## config.mk

```make
export PLATFORM = sky130hd
export DESIGN_NAME = btb_ctrl_flat
export DESIGN_NICKNAME = d
export VERILOG_FILES = /design/src/sv/btb_pkg.sv /design/src/sv/btb_if.sv /design/src/sv/btb_ctrl.sv /design/src/flat_wrapper.sv
export VERILOG_INCLUDE_DIRS = /design/src /design/src/sv
export SDC_FILE = /design/constraint.sdc
export NUM_CORES = 1
export LEC_CHECK = 0
export ABC_CLOCK_PERIOD_IN_PS = 6100
export BUFFER_PORTS_ARGS = -buffer_cell sky130_fd_sc_hd__buf_4
export CAP_MARGIN = 20
export CORE_ASPECT_RATIO = 1.25
export CORE_MARGIN = 2
export CORE_UTILIZATION = 41
export DETAILED_ROUTE_END_ITERATION = 16
export GPL_TIMING_DRIVEN = 0
export PLACE_DENSITY = 0.75
export SETUP_SLACK_MARGIN = 0.4
export SLEW_MARGIN = 40
export SYNTH_ARGS = -nofsm -noshare
export SYNTH_HDL_FRONTEND = slang
export SYNTH_SLANG_ARGS = --single-unit
```

## constraint.sdc

```tcl
create_clock -name clk -period 6.1 [get_ports clk]
set_input_delay 1.22 -clock clk [delete_from_list [all_inputs] [get_ports clk]]
set_output_delay 1.22 -clock clk [all_outputs]
set_load 0.05 [all_outputs]
```

## src/sv/btb_two_level_branch_predictor_macros.svh

```systemverilog
// Assertion macros used by the predictor controller RTL.
`ifndef BTB_TWO_LEVEL_BRANCH_PREDICTOR_MACROS_SVH
`define BTB_TWO_LEVEL_BRANCH_PREDICTOR_MACROS_SVH
`ifndef SYNTHESIS
`define BTB_CHECK(lbl, prop, msg) \
  lbl: assert property (@(posedge clk) disable iff (rst) prop) else $error(msg);
`define BTB_CHECK_ALWAYS(lbl, prop, msg) \
  lbl: assert property (@(posedge clk) prop) else $error(msg);
`else
`define BTB_CHECK(lbl, prop, msg)
`define BTB_CHECK_ALWAYS(lbl, prop, msg)
`endif
`endif

```

## src/sv/btb_pkg.sv

```systemverilog
package btb_pkg;

  localparam int BTB_DEPTH_DEF = 32;
  localparam int HIST_MAX_DEF  = 8;
  localparam int TAG_W         = 30;
  localparam int PC_W          = 32;
  localparam int CFG_IDX_W     = 3;
  localparam int CFG_DATA_W    = 8;
  localparam int IDX_LSB       = 2;
  localparam int XOR_HI_LSB    = 16;
  localparam logic [PC_W-1:0] PC_STEP = 32'd4;

  typedef enum logic [2:0] {
    CFG_SIZE_LOG2  = 3'd0,
    CFG_HIST_LEN   = 3'd1,
    CFG_TAG_WIDTH  = 3'd2,
    CFG_FSM_INIT   = 3'd3,
    CFG_GLOBAL_HIST = 3'd4,
    CFG_GLOBAL_TAB = 3'd5,
    CFG_SHARE_MODE = 3'd6
  } cfg_idx_t;

  typedef enum logic [1:0] {
    SHARE_NONE = 2'd0,
    SHARE_LO   = 2'd1,
    SHARE_HI   = 2'd2
  } share_t;

  localparam logic MODE_PREDICT = 1'b0;
  localparam logic MODE_UPDATE  = 1'b1;

  localparam logic [1:0] CTR_MIN = 2'd0;
  localparam logic [1:0] CTR_MAX = 2'd3;

  typedef enum logic [2:0] {
    ST_IDLE,
    ST_ENT,
    ST_FILL,
    ST_CRD,
    ST_CTR
  } state_t;

  typedef struct packed {
    logic re;
    logic we;
  } mem_cmd_t;

  function automatic logic [1:0] ctr_train(input logic [1:0] c, input logic tk);
    logic [1:0] r;
    if (tk) begin
      r = (c == CTR_MAX) ? c : c + 2'd1;
    end else begin
      r = (c == CTR_MIN) ? c : c - 2'd1;
    end
    return r;
  endfunction

endpackage

```

## src/sv/btb_if.sv

```systemverilog
interface btb_req_if;
  logic        valid;
  logic        ready;
  logic        mode;
  logic [31:0] pc;
  logic [31:0] target_pc;
  logic        taken;
  logic [31:0] prior_prediction;
  modport source (output valid, mode, pc, target_pc, taken, prior_prediction, input ready);
  modport sink (input valid, mode, pc, target_pc, taken, prior_prediction, output ready);
endinterface

interface btb_rsp_if;
  logic        valid;
  logic        ready;
  logic        predict_taken;
  logic [31:0] predicted_target;
  logic [31:0] branch_count;
  logic [31:0] flush_count;
  modport source (output valid, predict_taken, predicted_target, branch_count, flush_count,
                  input ready);
  modport sink (input valid, predict_taken, predicted_target, branch_count, flush_count,
                output ready);
endinterface

interface btb_cfg_if;
  logic       valid;
  logic       ready;
  logic [2:0] index;
  logic [7:0] data;
  modport source (output valid, index, data, input ready);
  modport sink (input valid, index, data, output ready);
endinterface

```

## src/sv/btb_ctrl.sv

```systemverilog
`include "btb_two_level_branch_predictor_macros.svh"

module btb_ctrl #(
  parameter int BTB_DEPTH = btb_pkg::BTB_DEPTH_DEF,
  parameter int HIST_MAX  = btb_pkg::HIST_MAX_DEF,
  parameter int IDX_W     = (BTB_DEPTH > 1) ? $clog2(BTB_DEPTH) : 1,
  parameter int CS_W      = $clog2(BTB_DEPTH + 1),
  parameter int CA_W      = CS_W + HIST_MAX
) (
  input  logic                      clk,
  input  logic                      rst,
  btb_req_if.sink                   req,
  btb_rsp_if.source                 rsp,
  btb_cfg_if.sink                   cfg,
  output logic                      clear,
  output logic [1:0]                fsm_init_o,
  output btb_pkg::mem_cmd_t         ent_cmd,
  output logic [IDX_W-1:0]          ent_raddr,
  output logic [IDX_W-1:0]          ent_waddr,
  output logic [btb_pkg::TAG_W-1:0] ent_wtag,
  output logic [31:0]               ent_wtarget,
  output logic [HIST_MAX-1:0]       ent_whist,
  input  logic                      ent_rvalid,
  input  logic [btb_pkg::TAG_W-1:0] ent_rtag,
  input  logic [31:0]               ent_rtarget,
  input  logic [HIST_MAX-1:0]       ent_rhist,
  output btb_pkg::mem_cmd_t         ctr_cmd,
  output logic [CA_W-1:0]           ctr_raddr,
  output logic [CA_W-1:0]           ctr_waddr,
  output logic [1:0]                ctr_wdata,
  input  logic [1:0]                ctr_rdata
);

  localparam int LMAX = $clog2(BTB_DEPTH + 1) - 1;
  localparam logic [CS_W-1:0] SH_SLOT = CS_W'(BTB_DEPTH);

  btb_pkg::state_t st, st_next;

  logic [2:0] size_log2;
  logic [3:0] hist_len;
  logic [4:0] tag_w;
  logic [1:0] fsm_init;
  logic       g_hist;
  logic       g_tab;
  logic [1:0] share;

  logic                      mode_q;
  logic [31:0]               pc_q;
  logic [31:0]               tgt_q;
  logic                      taken_q;
  logic [31:0]               prior_q;
  logic [IDX_W-1:0]          slot_q;
  logic [btb_pkg::TAG_W-1:0] tag_q;
  logic                      hit_q;
  logic [HIST_MAX-1:0]       hist_q;
  logic [HIST_MAX-1:0]       k_q;
  logic [HIST_MAX-1:0]       fill;
  logic [HIST_MAX-1:0]       shist;
  logic [31:0]               bcnt;
  logic [31:0]               fcnt;

  logic        out_v;
  logic        out_taken;
  logic [31:0] out_target;

  logic [3:0]                l_eff;
  logic [3:0]                hl;
  logic [4:0]                tw;
  logic [HIST_MAX:0]         one_sh;
  logic [HIST_MAX-1:0]       hmask;
  logic [31:0]               smask;
  logic [31:0]               tmask;
  logic [31:0]               tshift;
  logic [IDX_W-1:0]          slot_in;
  logic [btb_pkg::TAG_W-1:0] tag_in;
  logic [HIST_MAX-1:0]       xb;
  logic                      hit;
  logic [HIST_MAX-1:0]       h_eff;
  logic [HIST_MAX-1:0]       k_c;
  logic [CS_W-1:0]           cslot;
  logic                      need_fill;
  logic                      fire;
  logic [1:0]                trained;
  logic                      ptaken;
  logic [31:0]               fall;
  logic                      wrong;
  logic [HIST_MAX:0]         hs;
  logic [HIST_MAX-1:0]       hist_new;
  logic                      cfg_we;

  assign cfg_we     = cfg.valid && cfg.ready && (cfg.index <= btb_pkg::CFG_SHARE_MODE);
  assign clear      = cfg_we;
  assign fsm_init_o = fsm_init;
  assign cfg.ready  = 1'b1;

  always_comb begin
    l_eff = ({1'b0, size_log2} > 4'(LMAX)) ? 4'(LMAX) : {1'b0, size_log2};
    if (hist_len == 4'd0) begin
      hl = 4'd1;
    end else if (hist_len > 4'(HIST_MAX)) begin
      hl = 4'(HIST_MAX);
    end else begin
      hl = hist_len;
    end
    tw     = (tag_w > 5'(btb_pkg::TAG_W)) ? 5'(btb_pkg::TAG_W) : tag_w;
    one_sh = (HIST_MAX + 1)'(1) << hl;
    hmask  = one_sh[HIST_MAX-1:0] - HIST_MAX'(1);
    smask  = (32'd1 << l_eff) - 32'd1;
    tmask  = (32'd1 << tw) - 32'd1;
    slot_in = IDX_W'((req.pc >> btb_pkg::IDX_LSB) & smask);
    tshift  = req.pc >> (l_eff + 4'(btb_pkg::IDX_LSB));
    tag_in  = btb_pkg::TAG_W'(tshift & tmask);
    case (share)
      btb_pkg::SHARE_LO: xb = pc_q[btb_pkg::IDX_LSB +: HIST_MAX];
      btb_pkg::SHARE_HI: xb = pc_q[btb_pkg::XOR_HI_LSB +: HIST_MAX];
      default:           xb = '0;
    endcase
    hit = ent_rvalid && (ent_rtag == tag_q);
    if (g_hist) begin
      h_eff = shist;
    end else begin
      h_eff = hit ? ent_rhist : '0;
    end
    k_c       = (h_eff ^ xb) & hmask;
    cslot     = g_tab ? SH_SLOT : CS_W'(slot_q);
    need_fill = (mode_q == btb_pkg::MODE_UPDATE) && !hit && !g_tab;
    fire      = (st == btb_pkg::ST_CTR) && (!out_v || rsp.ready);
    trained   = btb_pkg::ctr_train(ctr_rdata, taken_q);
    ptaken    = hit_q && ctr_rdata[1];
    fall      = pc_q + btb_pkg::PC_STEP;
    wrong     = taken_q ? (prior_q != tgt_q) : (prior_q != fall);
    hs        = {hist_q, taken_q};
    hist_new  = hs[HIST_MAX-1:0] & hmask;
  end

  always_comb begin
    st_next = st;
    case (st)
      btb_pkg::ST_IDLE: if (req.valid) st_next = btb_pkg::ST_ENT;
      btb_pkg::ST_ENT:  st_next = need_fill ? btb_pkg::ST_FILL : btb_pkg::ST_CTR;
      btb_pkg::ST_FILL: if (&fill) st_next = btb_pkg::ST_CRD;
      btb_pkg::ST_CRD:  st_next = btb_pkg::ST_CTR;
      btb_pkg::ST_CTR:  if (fire) st_next = btb_pkg::ST_IDLE;
      default:          st_next = btb_pkg::ST_IDLE;
    endcase
  end

  always_comb begin
    req.ready   = (st == btb_pkg::ST_IDLE);
    ent_cmd.re  = (st == btb_pkg::ST_IDLE) && req.valid;
    ent_cmd.we  = fire && (mode_q == btb_pkg::MODE_UPDATE);
    ent_raddr   = slot_in;
    ent_waddr   = slot_q;
    ent_wtag    = tag_q;
    ent_wtarget = tgt_q;
    ent_whist   = hist_new;
    ctr_cmd.re  = ((st == btb_pkg::ST_ENT) && !need_fill) || (st == btb_pkg::ST_CRD);
    ctr_cmd.we  = (st == btb_pkg::ST_FILL) || ent_cmd.we;
    ctr_raddr   = {cslot, (st == btb_pkg::ST_ENT) ? k_c : k_q};
    case (st)
      btb_pkg::ST_FILL: begin
        ctr_waddr = {CS_W'(slot_q), fill};
        ctr_wdata = fsm_init;
      end
      default: begin
        ctr_waddr = {cslot, k_q};
        ctr_wdata = trained;
      end
    endcase
  end

  always_ff @(posedge clk) begin
    if (rst) begin
      st <= btb_pkg::ST_IDLE;
    end else begin
      st <= st_next;
    end
  end

  always_ff @(posedge clk) begin
    if (rst) begin
      size_log2 <= 3'd0;
      hist_len  <= 4'd1;
      tag_w     <= 5'd0;
      fsm_init  <= 2'd1;
      g_hist    <= 1'b0;
      g_tab     <= 1'b0;
      share     <= btb_pkg::SHARE_NONE;
    end else if (cfg_we) begin
      case (cfg.index)
        btb_pkg::CFG_SIZE_LOG2:   size_log2 <= cfg.data[2:0];
        btb_pkg::CFG_HIST_LEN:    hist_len  <= cfg.data[3:0];
        btb_pkg::CFG_TAG_WIDTH:   tag_w     <= cfg.data[4:0];
        btb_pkg::CFG_FSM_INIT:    fsm_init  <= cfg.data[1:0];
        btb_pkg::CFG_GLOBAL_HIST: g_hist    <= cfg.data[0];
        btb_pkg::CFG_GLOBAL_TAB:  g_tab     <= cfg.data[0];
        btb_pkg::CFG_SHARE_MODE:  share     <= cfg.data[1:0];
        default: ;
      endcase
    end
  end

  always_ff @(posedge clk) begin
    if (rst || cfg_we) begin
      shist <= '0;
      bcnt  <= '0;
      fcnt  <= '0;
    end else if (ent_cmd.we) begin
      if (g_hist) begin
        shist <= hist_new;
      end
      if (bcnt != '1) begin
        bcnt <= bcnt + 32'd1;
      end
      if (wrong && (fcnt != '1)) begin
        fcnt <= fcnt + 32'd1;
      end
    end
  end

  always_ff @(posedge clk) begin
    if (rst) begin
      out_v <= 1'b0;
    end else if (fire) begin
      out_v <= 1'b1;
    end else if (rsp.ready) begin
      out_v <= 1'b0;
    end
  end

  always_ff @(posedge clk) begin
    if (req.valid && req.ready) begin
      mode_q  <= req.mode;
      pc_q    <= req.pc;
      tgt_q   <= req.target_pc;
      taken_q <= req.taken;
      prior_q <= req.prior_prediction;
      slot_q  <= slot_in;
      tag_q   <= tag_in;
    end
    if (st == btb_pkg::ST_ENT) begin
      hit_q  <= hit;
      hist_q <= h_eff;
      k_q    <= k_c;
      fill   <= '0;
    end else if (st == btb_pkg::ST_FILL) begin
      fill <= fill + HIST_MAX'(1);
    end
    if (fire) begin
      if (mode_q == btb_pkg::MODE_UPDATE) begin
        out_taken  <= 1'b0;
        out_target <= '0;
      end else begin
        out_taken  <= ptaken;
        out_target <= ptaken ? ent_rtarget : fall;
      end
    end
  end

  assign rsp.valid            = out_v;
  assign rsp.predict_taken    = out_taken;
  assign rsp.predicted_target = out_target;
  assign rsp.branch_count     = bcnt;
  assign rsp.flush_count      = fcnt;

  `BTB_CHECK(a_accept_reads_entry, (req.valid && req.ready) |=> (st == btb_pkg::ST_ENT), "accepted word did not start an entry read")
  `BTB_CHECK(a_ctr_write_state, ctr_cmd.we |-> ((st == btb_pkg::ST_FILL) || (st == btb_pkg::ST_CTR)), "counter write outside fill or train")
  `BTB_CHECK(a_update_counts, (ent_cmd.we && !cfg_we) |=> (bcnt != 32'd0), "update left branch count at zero")
  `BTB_CHECK_ALWAYS(a_reset_no_rsp, rst |=> !rsp.valid, "result word valid after reset")

endmodule

```

## src/flat_wrapper.sv

```systemverilog
// flat-port wrapper written by rule: the top's interface ports become plain ports
module btb_ctrl_flat 
#(
  parameter int BTB_DEPTH = btb_pkg::BTB_DEPTH_DEF,
  parameter int HIST_MAX  = btb_pkg::HIST_MAX_DEF,
  parameter int IDX_W     = (BTB_DEPTH > 1) ? $clog2(BTB_DEPTH) : 1,
  parameter int CS_W      = $clog2(BTB_DEPTH + 1),
  parameter int CA_W      = CS_W + HIST_MAX
)
  (clk, rst, clear, fsm_init_o, ent_cmd, ent_raddr, ent_waddr, ent_wtag, ent_wtarget, ent_whist, ent_rvalid, ent_rtag, ent_rtarget, ent_rhist, ctr_cmd, ctr_raddr, ctr_waddr, ctr_wdata, ctr_rdata, req_valid, req_mode, req_pc, req_target_pc, req_taken, req_prior_prediction, req_ready, rsp_valid, rsp_predict_taken, rsp_predicted_target, rsp_branch_count, rsp_flush_count, rsp_ready, cfg_valid, cfg_index, cfg_data, cfg_ready);
  btb_req_if req_i ();
  btb_rsp_if rsp_i ();
  btb_cfg_if cfg_i ();
  input  logic clk;
  input  logic rst;
  output logic clear;
  output logic [1:0] fsm_init_o;
  output btb_pkg::mem_cmd_t ent_cmd;
  output logic [IDX_W-1:0] ent_raddr;
  output logic [IDX_W-1:0] ent_waddr;
  output logic [btb_pkg::TAG_W-1:0] ent_wtag;
  output logic [31:0] ent_wtarget;
  output logic [HIST_MAX-1:0] ent_whist;
  input  logic ent_rvalid;
  input  logic [btb_pkg::TAG_W-1:0] ent_rtag;
  input  logic [31:0] ent_rtarget;
  input  logic [HIST_MAX-1:0] ent_rhist;
  output btb_pkg::mem_cmd_t ctr_cmd;
  output logic [CA_W-1:0] ctr_raddr;
  output logic [CA_W-1:0] ctr_waddr;
  output logic [1:0] ctr_wdata;
  input  logic [1:0] ctr_rdata;
  input wire logic [$bits(req_i.valid)-1:0] req_valid;
  input wire logic [$bits(req_i.mode)-1:0] req_mode;
  input wire logic [$bits(req_i.pc)-1:0] req_pc;
  input wire logic [$bits(req_i.target_pc)-1:0] req_target_pc;
  input wire logic [$bits(req_i.taken)-1:0] req_taken;
  input wire logic [$bits(req_i.prior_prediction)-1:0] req_prior_prediction;
  output wire logic [$bits(req_i.ready)-1:0] req_ready;
  output wire logic [$bits(rsp_i.valid)-1:0] rsp_valid;
  output wire logic [$bits(rsp_i.predict_taken)-1:0] rsp_predict_taken;
  output wire logic [$bits(rsp_i.predicted_target)-1:0] rsp_predicted_target;
  output wire logic [$bits(rsp_i.branch_count)-1:0] rsp_branch_count;
  output wire logic [$bits(rsp_i.flush_count)-1:0] rsp_flush_count;
  input wire logic [$bits(rsp_i.ready)-1:0] rsp_ready;
  input wire logic [$bits(cfg_i.valid)-1:0] cfg_valid;
  input wire logic [$bits(cfg_i.index)-1:0] cfg_index;
  input wire logic [$bits(cfg_i.data)-1:0] cfg_data;
  output wire logic [$bits(cfg_i.ready)-1:0] cfg_ready;
  assign req_i.valid = req_valid;
  assign req_i.mode = req_mode;
  assign req_i.pc = req_pc;
  assign req_i.target_pc = req_target_pc;
  assign req_i.taken = req_taken;
  assign req_i.prior_prediction = req_prior_prediction;
  assign req_ready = req_i.ready;
  assign rsp_valid = rsp_i.valid;
  assign rsp_predict_taken = rsp_i.predict_taken;
  assign rsp_predicted_target = rsp_i.predicted_target;
  assign rsp_branch_count = rsp_i.branch_count;
  assign rsp_flush_count = rsp_i.flush_count;
  assign rsp_i.ready = rsp_ready;
  assign cfg_i.valid = cfg_valid;
  assign cfg_i.index = cfg_index;
  assign cfg_i.data = cfg_data;
  assign cfg_ready = cfg_i.ready;
  btb_ctrl #(.BTB_DEPTH(BTB_DEPTH), .HIST_MAX(HIST_MAX), .IDX_W(IDX_W), .CS_W(CS_W), .CA_W(CA_W)) u_core (.clk(clk), .rst(rst), .req(req_i), .rsp(rsp_i), .cfg(cfg_i), .clear(clear), .fsm_init_o(fsm_init_o), .ent_cmd(ent_cmd), .ent_raddr(ent_raddr), .ent_waddr(ent_waddr), .ent_wtag(ent_wtag), .ent_wtarget(ent_wtarget), .ent_whist(ent_whist), .ent_rvalid(ent_rvalid), .ent_rtag(ent_rtag), .ent_rtarget(ent_rtarget), .ent_rhist(ent_rhist), .ctr_cmd(ctr_cmd), .ctr_raddr(ctr_raddr), .ctr_waddr(ctr_waddr), .ctr_wdata(ctr_wdata), .ctr_rdata(ctr_rdata));
endmodule
```

==> results.cfg <==
[route]
post_drt_wl_per_cell_um = 21.6
wirelength_um = 52700
drt_iter0_markers = 1162
antenna_left = 0
dr.pass1.iters = 7
via_count = 13839
route.detailed.drc = 0
vias_per_cell = 5.68

[global_routing]
antenna_found_initial = 0
grt_overflow = 0
grt_pass1_vias = 13438
track_usage_pct = 26.4
grt_first_pass_wirelength_um = 77900
grt_max_degree = 46

[placement]
gp_congestion = 0.996
place_inst = 2382
io_buffer_count = 396
placed_area_um2 = 18800
place_ws_ps = 846
place.detailed.hpwl_um = 41400

[timing]
rsz0062_at_grt = false
finalHoldViolCount = 0
slew_violations = 0
fin_ws_ps = 832
slew_headroom_pct = 46.0
setup_violations = 0
fin_crit_sh_pct = 86.4
min_period_ps = 5270
final.setup_skew_ps = 21.6
worst_slew_pin_slew_ps = 809
fmax_mhz = 190

[floorplanning]
core_um2 = 36300
start_util_pct = 41.7
fp.dieH_um = 219
dieWidth_um = 176
ioPinCount = 404
rows = 78
die_area_um2 = 38500

[finish]
fillerInstances = 3218
stdcell_count = 2438
finalInstanceArea_um2 = 20000
final_net_count = 2131
drive_gt1_share_pct = 25.7
post-route-util_pct = 55.0
diodes = 0
areaGrowthSynthToFinish_pct = 31.9

[clocking]
clk_path_buf_depth = 3
cts_setup_buffers = 0
clock_latency_ps = 570
path_clk_slew_ps = 70
cts_tree = done
h-tree-depth = 1
postCtsResizedCells = 0
cts_buffers = 30
root_buffer = clkbuf_16
cts.sinks = 284
cts_hold_repair.buffers = 0

[critical_path]
crit_slowest_cell = or4_1
slowest_delay_ps = 620
rrSetupSlack_ps = 1620
cp_top_family = simple AND/OR/NAND/NOR gates
r2r-end = u_core.rsp.flush_count[7]
arrival_ps = 4050
worstPathCellList = buf_4, xnor2_1, nand4_1, or4_1, nor4_2, buf_2, buf_2, nand2_1, o21ai_0, xnor2_1, o21ai_0, buf_4
critPathLaunchType = input pin
crit_required_ps = 4880
worst-path-buf-inv = 4
crit_path_max_fanout = 6
r2r_cells = 10
end_kind = output port
path_class = input pin to output port
worst_r2r_startpoint = u_core.pc_q[2]

[hold_path]
min_path_cells = 2
hold_path.class = flip-flop to flip-flop
min_to = u_core.shist[2]
min_from = u_core.shist[2]

[logic_synthesis]
yosysWarnings = 0
syn-mean-instance-area_um2 = 10.1
synth_cells = 1499
synth_edf_count = 174
synth_top_area_cell = edfxtp_1
ys.flop_type = edfxtp_1
synth.top_cells.by_count = 174 x edfxtp_1, 123 x nand2_1, 113 x nor2_1
synth.distinct_cells = 75
synth_most_common_cell = edfxtp_1
synth_seq_cells = 284
syn_area_um2 = 15100
ys_seq_area_share_pct = 49.1
ys_async_sr_fraction_pct = 0
synth_top_cells_by_area = edfxtp_1 35%, dfxtp_1 15%, mux2i_1 6.7%, xnor2_1 4.9%, xor2_1 3.5%
synthDominantCellAreaShare_pct = 34.5

[pwr]
p_total_uw = 5040
power.leakage_uw = 0.00788
powerDensity_nw_per_um2 = 252
peakVddDrop_mv = 0.204

[flow_run]
drv_cap = 0

[status]
status = finished, final reports clean
-- how the worst max path moves through the flow --
stage / from / to / depth (start not counted)
2_1_floorplan: ent_rtag[0] / ctr_raddr[2] / 8
3_3_place_gp: ent_rtag[16] / ctr_raddr[3] / 10
3_5_place_dp: ent_rtag[24] / ctr_raddr[1] / 12
4_1_cts: ent_rtag[24] / ctr_raddr[1] / 12
5_1_grt: ent_rtag[24] / ctr_raddr[6] / 12
6_report: ent_rtag[0] / ctr_raddr[6] / 12
-- logic make-up after synthesis --
kind of cell | Yosys count | synth area share, %
AO/OA/AOI/OAI | 276 | 11.6
XOR/XNOR | 147 | 8.78
adder cells (fa/ha/maj) | 10 | 0.826
buffers and inverters | 115 | 3.11
flip-flops | 284 | 49.1
multiplexers | 110 | 7.35
other | 1 | 0.0248
AND/OR/NAND/NOR | 556 | 19.3
-- registers in the layout, summed over array words and instances, names as in the netlist, 3 cells and up --
signal,cells
u_core.fill,8
u_core.hist_len,4
u_core.tag_w,5
u_core.hist_q,7
u_core.size_log2,3
u_core.ent_waddr,5
u_core.rsp.predicted_target,32
u_core.ent_wtag,30
u_core.shist,8
u_core.rsp.flush_count,32
u_core.ent_wtarget,32
u_core.rsp.branch_count,32
u_core.k_q,8
u_core.st,3
u_core.prior_q,32
u_core.pc_q,32
-- report_power, final --
part / switching (uW) / leakage, uW / internal (uW)
Combinational: 509 / 0.00476 / 299
Clock: 784 / 0.000562 / 1230
Sequential: 81.9 / 0.00255 / 2140
-- worst register-to-register path, delay by kind of cell, from the launching register on --
kind                   cells  cell delay (ps)
buffers and inverters      1              410
AND/OR/NAND/NOR            5             2390
AO/OA/AOI/OAI              4             1000
flip-flops                 1              560
-- cell usage in the layout, fill, tap and decap left out, types with 9 or more instances in the layout --
| master | count |
|---|---|
| inv_1 | 19 |
| xor2_1 | 60 |
| and3_1 | 28 |
| mux2i_1 | 101 |
| nor2_1 | 113 |
| o31ai_1 | 10 |
| and4_1 | 11 |
| a31oi_1 | 9 |
| buf_4 | 398 |
| xnor2_1 | 84 |
| nor2b_1 | 37 |
| or3_1 | 36 |
| a22oi_1 | 11 |
| clkbuf_16 | 36 |
| buf_2 | 10 |
| clkbuf_1 | 77 |
| edfxtp_1 | 174 |
| nand2b_1 | 16 |
| nand3_1 | 45 |
| nor4_1 | 17 |
| ha_1 | 10 |
| nand2_1 | 123 |
| a21oi_1 | 65 |
| and2_1 | 22 |
| dfxtp_1 | 110 |
| mux2_2 | 9 |
| o21ai_0 | 87 |
| nor3_1 | 24 |
| nand4_1 | 46 |
| a211oi_1 | 30 |
-- metal layers --
metal	GRT usage [%]	vias up	routed length, um
li1	-	6387	-
met1	32.1	6665	20300
met2	47.1	667	26700
met3	3.64	120	3580
met4	10.4	0	2080
met5	0	-	0
-- through the flow --
stage	hold WS (ps)	setup TNS (ps)
final	459	0
after global routing	489	0
after CTS	463	0
after detailed placement	451	0
after global placement	444	-911
after floorplan	436	0
-- layout make-up --
type,count,area [um^2],share of cell area (%)
clock inverter,10,110,0.551
tap,480,601,3.01
multi-input combinational,1101,7300,36.5
buffer,95,395,1.98
sequential,284,7430,37.2
clock buffer,46,1010,5.07
inverter,20,75.1,0.376
timing repair buffer,402,3050,15.3
Note: power is estimated with default switching activity, not from simulation.
